**config.mk**
```make
export PLATFORM = sky130hd
export DESIGN_NAME = two_class_age_ordered_queue_flat
export DESIGN_NICKNAME = d
export VERILOG_FILES = /design/src/hdl/tcaoq_pkg.sv /design/src/hdl/tcaoq_if.sv /design/src/hdl/tcaoq_cell.sv /design/src/hdl/tcaoq_lane.sv /design/src/hdl/two_class_age_ordered_queue.sv /design/src/flat_wrapper.sv
export SDC_FILE = /design/constraint.sdc
export NUM_CORES = 2
export LEC_CHECK = 0
export BUFFER_PORTS_ARGS = -buffer_cell sky130_fd_sc_hd__buf_2
export CAP_MARGIN = 10
export CORE_ASPECT_RATIO = 1.1
export CORE_UTILIZATION = 64
export DETAILED_ROUTE_END_ITERATION = 7
export PLACE_DENSITY = 0.8
export SYNTH_ARGS = -nofsm -noshare
export SYNTH_HDL_FRONTEND = slang
export SYNTH_SLANG_ARGS = --single-unit
```
**constraint.sdc**
```tcl
create_clock -name clock -period 13.32 [get_ports clock]
set_clock_uncertainty 0.1 [all_clocks]
set_input_delay 1.332 -clock clock [delete_from_list [all_inputs] [get_ports clock]]
set_output_delay 1.332 -clock clock [all_outputs]
set_load 0.02 [all_outputs]
```
**src/hdl/tcaoq_pkg.sv**
```systemverilog
// Shared types and constants of the two-class age-ordered queue.
`timescale 1ns / 1ps

package tcaoq_pkg;

   // Entries in each class queue.
   localparam int DEPTH = 64;
   // Stored tag width.
   localparam int TAG_BITS = 16;
   // Width of the wrapping arrival sequence number.
   localparam int SEQ_BITS = 16;
   // Occupancy counter width, able to hold DEPTH itself.
   localparam int CNT_BITS = $clog2(DEPTH + 1);

   // Request operation codes.
   typedef enum logic [1:0] {
      FUNC_ENQUEUE      = 2'd0,
      FUNC_DEQ_NAMED    = 2'd1,
      FUNC_DEQ_OLDEST   = 2'd2
   } func_type;

   // Response status codes.
   typedef enum logic [1:0] {
      STATUS_ENQUEUED   = 2'd0,
      STATUS_DEQUEUED   = 2'd1,
      STATUS_EMPTY      = 2'd2,
      STATUS_FULL       = 2'd3
   } status_type;

   // Item classes.
   localparam logic KIND_FIRST  = 1'b0;
   localparam logic KIND_SECOND = 1'b1;

   // One stored entry: tag and arrival sequence number.
   typedef struct packed {
      logic [TAG_BITS-1:0] tag;
      logic [SEQ_BITS-1:0] seq;
   } entry_type;

   // Commands from the top level to one class queue.
   typedef struct packed {
      logic push;
      logic pop;
   } lane_ctrl_type;

   // Status of one class queue toward the top level.
   typedef struct packed {
      logic      empty;
      logic      full;
      entry_type head;
   } lane_stat_type;

endpackage

```
**src/hdl/tcaoq_if.sv**
```systemverilog
// Valid/ready channel interfaces for requests and responses.
`timescale 1ns / 1ps

// Request channel: one beat is one queue operation.
interface tcaoq_req_if;
   logic        valid;
   logic        ready;
   logic [1:0]  func;
   logic        kind;
   logic [15:0] tag;

   modport source (output valid, output func, output kind, output tag, input ready);
   modport sink   (input valid, input func, input kind, input tag, output ready);
endinterface

// Response channel: one beat per accepted request.
interface tcaoq_rsp_if;
   logic        valid;
   logic        ready;
   logic [1:0]  status;
   logic        out_kind;
   logic [15:0] out_tag;

   modport source (output valid, output status, output out_kind, output out_tag,
                   input ready);
   modport sink   (input valid, input status, input out_kind, input out_tag,
                   output ready);
endinterface

```
**src/hdl/tcaoq_cell.sv**
```systemverilog
// One storage cell of a shifting queue chain.
`timescale 1ns / 1ps

module tcaoq_cell (
   input  logic                 clock,
   input  logic                 load,
   input  logic                 shift,
   input  tcaoq_pkg::entry_type wr_entry,
   input  tcaoq_pkg::entry_type next_entry,
   output tcaoq_pkg::entry_type entry
);

   tcaoq_pkg::entry_type entry_ff;
   tcaoq_pkg::entry_type entry_in;

   // A pop moves the entry of the neighbor toward the head; a push fills the tail cell.
   always_comb begin
      entry_in = entry_ff;
      if (shift) begin
         entry_in = next_entry;
      end else if (load) begin
         entry_in = wr_entry;
      end
   end

   always_ff @(posedge clock) begin
      entry_ff <= entry_in;
   end

   assign entry = entry_ff;

endmodule

```
**src/hdl/tcaoq_lane.sv**
```systemverilog
// One class queue built as a chain of cells with the head in cell zero.
`timescale 1ns / 1ps

module tcaoq_lane (
   input  logic                     clock,
   input  logic                     reset,
   input  tcaoq_pkg::lane_ctrl_type ctrl,
   input  tcaoq_pkg::entry_type     wr_entry,
   output tcaoq_pkg::lane_stat_type stat
);

   logic [tcaoq_pkg::CNT_BITS-1:0] count_ff;
   logic [tcaoq_pkg::CNT_BITS-1:0] count_in;
   tcaoq_pkg::entry_type           cell_data [tcaoq_pkg::DEPTH];

   // The chain of cells; the last cell holds its own value on a shift.
   for (genvar i = 0; i < tcaoq_pkg::DEPTH; i++) begin : g_cell
      tcaoq_pkg::entry_type neighbor;
      logic                 at_tail;

      if (i == tcaoq_pkg::DEPTH - 1) begin : g_last
         assign neighbor = cell_data[i];
      end else begin : g_mid
         assign neighbor = cell_data[i + 1];
      end

      assign at_tail = (count_ff == tcaoq_pkg::CNT_BITS'(i));

      tcaoq_cell u_cell (
         .clock      (clock),
         .load       (ctrl.push && at_tail),
         .shift      (ctrl.pop),
         .wr_entry   (wr_entry),
         .next_entry (neighbor),
         .entry      (cell_data[i])
      );
   end

   // Occupancy tracks pushes and pops; the top level never issues both at once.
   always_comb begin
      count_in = count_ff;
      if (ctrl.push) begin
         count_in = count_ff + tcaoq_pkg::CNT_BITS'(1);
      end else if (ctrl.pop) begin
         count_in = count_ff - tcaoq_pkg::CNT_BITS'(1);
      end
   end

   always_ff @(posedge clock) begin
      if (reset) begin
         count_ff <= '0;
      end else begin
         count_ff <= count_in;
      end
   end

   assign stat.empty = (count_ff == '0);
   assign stat.full  = (count_ff == tcaoq_pkg::CNT_BITS'(tcaoq_pkg::DEPTH));
   assign stat.head  = cell_data[0];

endmodule

```
**src/hdl/two_class_age_ordered_queue.sv**
```systemverilog
// Top level of the two-class age-ordered queue.
`timescale 1ns / 1ps

// Two queues of DEPTH entries, one per item class, each a chain of cells that
// shift toward the head in cell zero on a pop and fill the cell at the current
// occupancy on a push. Every entry carries its tag and a sequence number from a
// shared wrapping arrival counter that starts at one and advances only on a
// successful enqueue. A dequeue-oldest takes the head whose sequence number is
// older by the sign of the wrapping difference, the first class on a tie. Each
// request yields exactly one response beat. The block takes one request per
// clock cycle: the operation is decided from the two head cells in the cycle of
// acceptance and the response leaves through a one-beat output register, so a
// request is answered in the cycle after it is accepted, and the request side
// stalls only while that register holds a beat the sink has not taken. An
// enqueue into a full class is answered as full and dropped; reset empties both
// queues at once.
module two_class_age_ordered_queue (
   input  logic       clock,
   input  logic       reset,
   tcaoq_req_if.sink   req_bus,
   tcaoq_rsp_if.source rsp_bus
);

   tcaoq_pkg::lane_ctrl_type       first_ctrl;
   tcaoq_pkg::lane_ctrl_type       second_ctrl;
   tcaoq_pkg::lane_stat_type       first_stat;
   tcaoq_pkg::lane_stat_type       second_stat;
   tcaoq_pkg::entry_type           wr_entry;

   logic [tcaoq_pkg::SEQ_BITS-1:0] arrival_ff;
   logic [tcaoq_pkg::SEQ_BITS-1:0] arrival_in;
   logic [tcaoq_pkg::SEQ_BITS-1:0] seq_diff;
   logic                           first_older;
   logic                           accept;

   logic                           rsp_valid_ff;
   logic                           rsp_valid_in;
   tcaoq_pkg::status_type          status_ff;
   tcaoq_pkg::status_type          status_in;
   logic                           kind_ff;
   logic                           kind_in;
   logic [15:0]                    tag_ff;
   logic [15:0]                    tag_in;

   // A new request is taken whenever the output register is free or draining.
   assign req_bus.ready = !rsp_valid_ff || rsp_bus.ready;
   assign accept        = req_bus.valid && req_bus.ready;

   // Entry written on an enqueue.
   assign wr_entry.tag = tcaoq_pkg::TAG_BITS'(req_bus.tag);
   assign wr_entry.seq = arrival_ff;

   // Age compare of the two heads by the sign of the wrapping difference.
   assign seq_diff    = first_stat.head.seq - second_stat.head.seq;
   assign first_older = (seq_diff == '0) || seq_diff[tcaoq_pkg::SEQ_BITS-1];

   // Decode the request into queue commands and the response fields.
   always_comb begin
      first_ctrl  = '0;
      second_ctrl = '0;
      arrival_in  = arrival_ff;
      status_in   = tcaoq_pkg::STATUS_EMPTY;
      kind_in     = tcaoq_pkg::KIND_FIRST;
      tag_in      = '0;
      case (tcaoq_pkg::func_type'(req_bus.func))
         tcaoq_pkg::FUNC_ENQUEUE: begin
            kind_in = req_bus.kind;
            if ((req_bus.kind == tcaoq_pkg::KIND_FIRST) ? first_stat.full
                                                        : second_stat.full) begin
               status_in = tcaoq_pkg::STATUS_FULL;
            end else begin
               status_in        = tcaoq_pkg::STATUS_ENQUEUED;
               first_ctrl.push  = (req_bus.kind == tcaoq_pkg::KIND_FIRST);
               second_ctrl.push = (req_bus.kind == tcaoq_pkg::KIND_SECOND);
               arrival_in       = arrival_ff + tcaoq_pkg::SEQ_BITS'(1);
            end
         end
         tcaoq_pkg::FUNC_DEQ_NAMED: begin
            kind_in = req_bus.kind;
            if (req_bus.kind == tcaoq_pkg::KIND_FIRST) begin
               if (!first_stat.empty) begin
                  status_in      = tcaoq_pkg::STATUS_DEQUEUED;
                  first_ctrl.pop = 1'b1;
                  tag_in         = 16'(first_stat.head.tag);
               end
            end else begin
               if (!second_stat.empty) begin
                  status_in       = tcaoq_pkg::STATUS_DEQUEUED;
                  second_ctrl.pop = 1'b1;
                  tag_in          = 16'(second_stat.head.tag);
               end
            end
         end
         tcaoq_pkg::FUNC_DEQ_OLDEST: begin
            if (!first_stat.empty && (second_stat.empty || first_older)) begin
               status_in      = tcaoq_pkg::STATUS_DEQUEUED;
               kind_in        = tcaoq_pkg::KIND_FIRST;
               first_ctrl.pop = 1'b1;
               tag_in         = 16'(first_stat.head.tag);
            end else if (!second_stat.empty) begin
               status_in       = tcaoq_pkg::STATUS_DEQUEUED;
               kind_in         = tcaoq_pkg::KIND_SECOND;
               second_ctrl.pop = 1'b1;
               tag_in          = 16'(second_stat.head.tag);
            end
         end
         default: begin
            status_in = tcaoq_pkg::STATUS_EMPTY;
         end
      endcase
      // Nothing changes unless the request beat is actually taken.
      if (!accept) begin
         first_ctrl  = '0;
         second_ctrl = '0;
         arrival_in  = arrival_ff;
      end
   end

   // Output register occupancy.
   always_comb begin
      rsp_valid_in = rsp_valid_ff;
      if (accept) begin
         rsp_valid_in = 1'b1;
      end else if (rsp_bus.ready) begin
         rsp_valid_in = 1'b0;
      end
   end

   // Control registers.
   always_ff @(posedge clock) begin
      if (reset) begin
         rsp_valid_ff <= 1'b0;
         arrival_ff   <= tcaoq_pkg::SEQ_BITS'(1);
      end else begin
         rsp_valid_ff <= rsp_valid_in;
         arrival_ff   <= arrival_in;
      end
   end

   // Response payload register, loaded with each accepted request.
   always_ff @(posedge clock) begin
      if (accept) begin
         status_ff <= status_in;
         kind_ff   <= kind_in;
         tag_ff    <= tag_in;
      end
   end

   assign rsp_bus.valid    = rsp_valid_ff;
   assign rsp_bus.status   = status_ff;
   assign rsp_bus.out_kind = kind_ff;
   assign rsp_bus.out_tag  = tag_ff;

   // The two class queues.
   tcaoq_lane u_first_lane (
      .clock    (clock),
      .reset    (reset),
      .ctrl     (first_ctrl),
      .wr_entry (wr_entry),
      .stat     (first_stat)
   );

   tcaoq_lane u_second_lane (
      .clock    (clock),
      .reset    (reset),
      .ctrl     (second_ctrl),
      .wr_entry (wr_entry),
      .stat     (second_stat)
   );

endmodule

```
**src/flat_wrapper.sv**
```systemverilog
// flat-port wrapper written by rule: the top's interface ports become plain ports
module two_class_age_ordered_queue_flat 
  (clock, reset, req_bus_valid, req_bus_func, req_bus_kind, req_bus_tag, req_bus_ready, rsp_bus_valid, rsp_bus_status, rsp_bus_out_kind, rsp_bus_out_tag, rsp_bus_ready);
  tcaoq_req_if req_bus_i ();
  tcaoq_rsp_if rsp_bus_i ();
  input  logic clock;
  input  logic reset;
  input wire logic [$bits(req_bus_i.valid)-1:0] req_bus_valid;
  input wire logic [$bits(req_bus_i.func)-1:0] req_bus_func;
  input wire logic [$bits(req_bus_i.kind)-1:0] req_bus_kind;
  input wire logic [$bits(req_bus_i.tag)-1:0] req_bus_tag;
  output wire logic [$bits(req_bus_i.ready)-1:0] req_bus_ready;
  output wire logic [$bits(rsp_bus_i.valid)-1:0] rsp_bus_valid;
  output wire logic [$bits(rsp_bus_i.status)-1:0] rsp_bus_status;
  output wire logic [$bits(rsp_bus_i.out_kind)-1:0] rsp_bus_out_kind;
  output wire logic [$bits(rsp_bus_i.out_tag)-1:0] rsp_bus_out_tag;
  input wire logic [$bits(rsp_bus_i.ready)-1:0] rsp_bus_ready;
  assign req_bus_i.valid = req_bus_valid;
  assign req_bus_i.func = req_bus_func;
  assign req_bus_i.kind = req_bus_kind;
  assign req_bus_i.tag = req_bus_tag;
  assign req_bus_ready = req_bus_i.ready;
  assign rsp_bus_valid = rsp_bus_i.valid;
  assign rsp_bus_status = rsp_bus_i.status;
  assign rsp_bus_out_kind = rsp_bus_i.out_kind;
  assign rsp_bus_out_tag = rsp_bus_i.out_tag;
  assign rsp_bus_i.ready = rsp_bus_ready;
  two_class_age_ordered_queue u_core (.clock(clock), .reset(reset), .req_bus(req_bus_i), .rsp_bus(rsp_bus_i));
endmodule
```
# Yosys cells after proc, flatten, opt, wreduce, memory -nomap -nowiden
# Cells that the tools add are included.
# op_classes
addsub	6
n_eq_ne	130
n_mux	285
bitwise	4
reduce_logical	272
# op_table
op	n
two-way mux 32 bit	252
== test 7 x 6 -> 1 bit, second input constant	64
nonzero test 2 bit	129
== test 7 x 5 -> 1 bit, second input constant	32
logical AND 1 bit	130
== test 7 x 4 -> 1 bit, second input constant	16
two-way mux 16 bit	4
== test 7 x 3 -> 1 bit, second input constant	8
case mux 16 bit (2 select lines)	1
== test 7 x 2 -> 1 bit, second input constant	4
two-way mux 7 bit	4
adder 16 x 1 -> 16 bit, second input constant	1
zero test 16 bit	1
subtractor 16 bit	1
adder 7 x 1 -> 7 bit, second input constant	2
== test 7 x 1 -> 1 bit, second input constant	2
== test 7 bit, second input constant	2
zero test 7 bit	2
two-way mux 2 bit	7
subtractor 7 x 1 -> 7 bit, second input constant	2
two-way mux 1 bit	13
case mux 1 bit (2 select lines)	3
case mux 2 bit (3 select lines)	1
inverter 1 bit	4
other kinds (8)	12
# totals
reg_bits	4146
inputBits	23
output_inout_bits	21

# Depth between registers and ports, before layout
# depth
ltp_word	11
mapped_depth	16
ltp_nobuf	13

# By module
# From an unflattened synthesis, not the netlist that was laid out.
# unflattened
hier_cells	9441
hier_area_um2	197423.1
# by_module_without_submodules
module	instances	cells_per_inst	area_each_um2
tcaoq_cell	128	69	1507.7
two_class_age_ordered_queue	1	299	2728.9
tcaoq_lane	2	155	854.6

# Worst setup path after synthesis
# OpenSTA, ideal clock, no wires.
# synth_path
path_type	input-to-reg
startpoint	input port rsp_bus_ready
endpoint	register u_core.u_first_lane.g_cell[35].u_cell.entry_ff (netlist bit u_core.u_first_lane.g_cell[35].u_cell.entry[0]) (enable)
setup_time_ps	466
arrival_time_ps	5303
required_ps	12754
slack_ps	7452
stages	10
cell_sequence	nand2b_1 > and2_1 > clkbuf_1 > and3_1 > clkbuf_1 > nand2b_1 > nor2_1 > nand3b_1 > clkbuf_1 > o21ai_0
# synth_via
elab_chain_cells	5
# synth_rtl
element	line_no	rtl
from (decl)	flat_wrapper.sv:17	input wire logic [$bits(rsp_bus_i.ready)-1:0] rsp_bus_ready;
logical OR 1 bit *	two_class_age_ordered_queue.sv:46	assign req_bus.ready = !rsp_valid_ff || rsp_bus.ready;
logical AND 1 bit *	two_class_age_ordered_queue.sv:47	assign accept = req_bus.valid && req_bus.ready;
two-way mux 2 bit *	two_class_age_ordered_queue.sv:112	if (!accept) begin
logical AND 1 bit	tcaoq_lane.sv:31	.load (ctrl.push && at_tail),
nonzero test 2 bit (no source line) *	--	
to (signal assigned)	tcaoq_cell.sv:27	entry_ff <= entry_in;
to (decl)	tcaoq_cell.sv:13	tcaoq_pkg::entry_type entry_ff;
# Mark *: on every way between the ends. The rest lies on a longest branch, timed or not.
# A chain may end at the register's enable or synchronous reset.

==> flow_summary.json <==
{
  "post_synth_inst_count": 9753,
  "slew_violations": 0,
  "max_slew.worst_pin.slew_ns": 1.308,
  "synth.ff_latch_count": 4146,
  "synth_async_sr_flop_share_pct": 0,
  "critPathCaptureType": "flip-flop",
  "cts_buffer_depth": 4,
  "clk_root_buffer_cell": "clkbuf_16",
  "fp.coreArea_um2": 256400,
  "grt-ovfl-total": 0,
  "timing.critical_path.fanout_max": 222,
  "globalplace.congestion": 0.8304,
  "slew-limit-headroom_pct": 12.81,
  "synthesis.area_um2": 165000,
  "post-synth-top-area-cell": "edfxtp_1",
  "grt_max_degree": 288,
  "holdCritStartpoint": "u_core.arrival_ff[12]",
  "fin_worst_hold_slack_ns": 0.3699,
  "drt-total-wl_mm": 326.6,
  "reg2reg_to": "u_core.u_first_lane.g_cell[30].u_cell.entry[26]",
  "detail_route.drc_violations": 0,
  "drv_cap": 0,
  "run_status": "complete, no violations",
  "drtAntennaViolNets": 0,
  "synth_seq_area_share_pct": 75.26,
  "floorplan.die.width_um": 486.1,
  "p_leak_nw": 83.32,
  "setup_tns_ns": 0,
  "worst-setup-path-type": "flip-flop to flip-flop",
  "synth-main-ff-cell": "edfxtp_1",
  "yosysTopAreaCellShare_pct": 74.88,
  "rsz0062_at_grt": "false",
  "final_setup_viols": 0,
  "critPathLaunchType": "flip-flop",
  "dieHeight_um": 534.6,
  "post_cts_resize_count": 0,
  "num-fill-cells": 15100,
  "finish.utilization_pct": 69.93,
  "route.detailed.vias_per_inst": 6.403,
  "layout-area-overhead-vs-synth_pct": 8.661,
  "syn-mean-instance-area_um2": 16.92,
  "timing.critical_path.arrival_ns": 7.14,
  "synth_most_common_cell": "edfxtp_1",
  "num-nets-final": 9527,
  "grt_pass1_vias": 85859,
  "cts_tree": "done",
  "dr.pass1.iters": 8,
  "cts.reportedPaths.clkPinSlew_ns": 0.06,
  "core.rowCount": 195,
  "most_used_standard_cells_in_the_synthesized_netlist": "4115 x edfxtp_1, 4040 x a21o_1, 453 x buf_2",
  "powerDensity_nw_per_um2": 151.5,
  "holdCritPathClass": "flip-flop to flip-flop",
  "io_buffer_count": 43,
  "multi_input_area_um2": 35790,
  "synth.yosys.warnings": 0,
  "final_hold_viol_count": 0,
  "cts-buffers-inserted": 393,
  "detailed_place_hpwl_mm": 172.4,
  "final_layout_size_suffix_gt1_share_pct": 10.25,
  "maxClockFrequency_ghz": 0.1543,
  "power_mw": 27.16,
  "detail_route.iter0.violations": 9603,
  "period_share_pct": 48.67,
  "min_period_ns": 6.482,
  "preCtsSetupSlack_ns": 6.932,
  "clock_insertion_delay_worst_skew_ns": 0.92,
  "wire_per_inst_um": 24.66,
  "peakVddDrop_mv": 0.1193,
  "regToRegSetupSlack_ns": 6.84,
  "starting_utilization_of_the_core_area_pct": 64.35,
  "io_pins": 44,
  "post_cts_setup_inserts": 0,
  "worst_slack_ns": 6.838,
  "distinct_cell_type_count_after_synthesis": 78,
  "grt_first_pass_wirelength_mm": 506.2,
  "whs_endpoint": "u_core.u_second_lane.g_cell[63].u_cell.entry[12]",
  "synth-edff-count": 4115,
  "worstPathRequired_ns": 13.98,
  "netlist_top_cells_area": "edfxtp_1 75%, a21o_1 18%, buf_2 1.4%",
  "regArea_um2": 124200,
  "h_tree_level_count": 5,
  "hold_depth": 0,
  "gr_usage_total_pct": 24.73,
  "cts_hold_buf": 0,
  "num_vias": 84794,
  "design.die.area_um2": 259900,
  "cts_sinks": 4146,
  "worstReg2RegStart": "u_core.u_second_lane.g_cell[0].u_cell.entry[0]",
  "postSynthNetCount": 9807,
  "number_of_antenna_violations_at_the_first_check_in_global_routing": 9,
  "reg2reg_depth": 15
}
cells by family after synthesis:
family                     count (synthesis)  synth area share (%)
adders and majority gates                 31                0.2396
and+or+nand+nor                          283                 1.170
buffers and inverters                    961                 3.545
AOI/OAI and AO/OA                       4302                 19.62
xor gates and xnor gates                  22                0.1168
DFF                                     4146                 75.26
muxes                                      8               0.05232
cells in the final DEF (no fill, tap or decap), types with 11 or more instances in the layout:
cell | netlist | final
a21o_1 | 4040 | 4040
a21oi_1 | 20 | 19
a21oi_4 | 26 | 33
a22o_1 | 16 | 16
and3_1 | 12 | 12
buf_12 | 0 | 12
buf_2 | 453 | 43
buf_4 | 184 | 168
bufinv_16 | 0 | 49
clkbuf_1 | 131 | 74
clkbuf_16 | 0 | 396
clkinv_1 | 0 | 69
clkinv_2 | 0 | 69
clkinvlp_4 | 0 | 20
dfxtp_1 | 31 | 31
edfxtp_1 | 4115 | 4115
ha_1 | 30 | 30
inv_1 | 60 | 60
nand2_1 | 65 | 65
nand3_1 | 22 | 22
nor2_1 | 49 | 49
nor2_8 | 30 | 30
nor2b_1 | 12 | 12
nor3_1 | 14 | 13
nor4_1 | 11 | 11
o21ai_2 | 0 | 53
o21bai_2 | 0 | 37
o21bai_4 | 0 | 25
xnor2_1 | 18 | 18
registers in the layout, summed over array words and instances (netlist names):
name	count
u_core.arrival_ff	16
u_core.rsp_bus.out_kind	1
u_core.rsp_bus.out_tag	16
u_core.rsp_bus.status	2
u_core.rsp_bus.valid	1
u_core.u_first_lane.count_ff	7
u_core.u_first_lane.g_cell.u_cell.entry	2048
u_core.u_second_lane.count_ff	7
u_core.u_second_lane.g_cell.u_cell.entry	2048
worst max-delay path, cell delays in order (launching register included):
cell       delay [ns]
edfxtp_1         0.37
ha_1             0.24
fa_1             0.39
and2b_1          0.35
o2111ai_1        0.21
o211ai_1         0.20
a32oi_1          0.16
a2111oi_0        0.50
nand4_1          0.35
nand4_1          0.22
nand2_1          0.14
nor2_4           0.21
buf_12           0.56
buf_12           0.75
buf_4            0.95
a21o_1           0.26
metal layers:
layer / track usage, % / vias to the layer above / routed length (um)
met1: 34.81 / 44099 / 134900
li1: - / 36937 / -
met2: 41.06 / 3249 / 162900
met4: 6.726 / 0 / 7619
met5: 0 / - / 0
met3: 3.262 / 509 / 21160
where the power goes:
part / total, mW / switching [mW] / internal, mW / leakage (nW)
combinational: 1.17 / 0.741 / 0.431 / 39.3
sequential: 14.7 / 0.0787 / 14.6 / 37.7
clock: 11.3 / 4.83 / 6.46 / 6.29
total: 27.2 / 5.65 / 21.5 / 83.3
stage by stage:
step | instances | instance area (um2)
after floorplan | 9753 | 165000
after global placement | 12521 | 166200
after detailed placement | 12521 | 166200
after CTS | 13235 | 179200
after global routing | 13243 | 179300
final | 13243 | 179300
cell type report:
type / instances / area share (%)
diodes: 4 / 0.005582
multi-input cells: 4646 / 19.96
inverters: 60 / 0.1256
well taps: 3447 / 2.405
clock inverters: 240 / 1.527
clock buffers: 474 / 5.712
flip-flops and latches: 4146 / 69.26
repair buffers: 226 / 1.003
worst max path at each step:
stage	from	end	slack, ns	cells past startpoint
after floorplan	rsp_bus_ready	u_core.u_first_lane.g_cell[35].u_cell.entry[0]	7.45	10
after global placement	u_core.u_first_lane.g_cell[0].u_cell.entry[6]	u_core.u_first_lane.g_cell[36].u_cell.entry[31]	6.98	14
after detailed placement	u_core.u_second_lane.g_cell[0].u_cell.entry[0]	u_core.u_first_lane.g_cell[31].u_cell.entry[21]	6.93	15
after CTS	u_core.u_second_lane.g_cell[0].u_cell.entry[0]	u_core.u_first_lane.g_cell[30].u_cell.entry[26]	6.91	15
after global routing	u_core.u_second_lane.g_cell[0].u_cell.entry[0]	u_core.u_first_lane.g_cell[30].u_cell.entry[26]	6.37	15
final	u_core.u_second_lane.g_cell[0].u_cell.entry[0]	u_core.u_first_lane.g_cell[30].u_cell.entry[26]	6.84	15
Power figures use the tool's default switching activity.
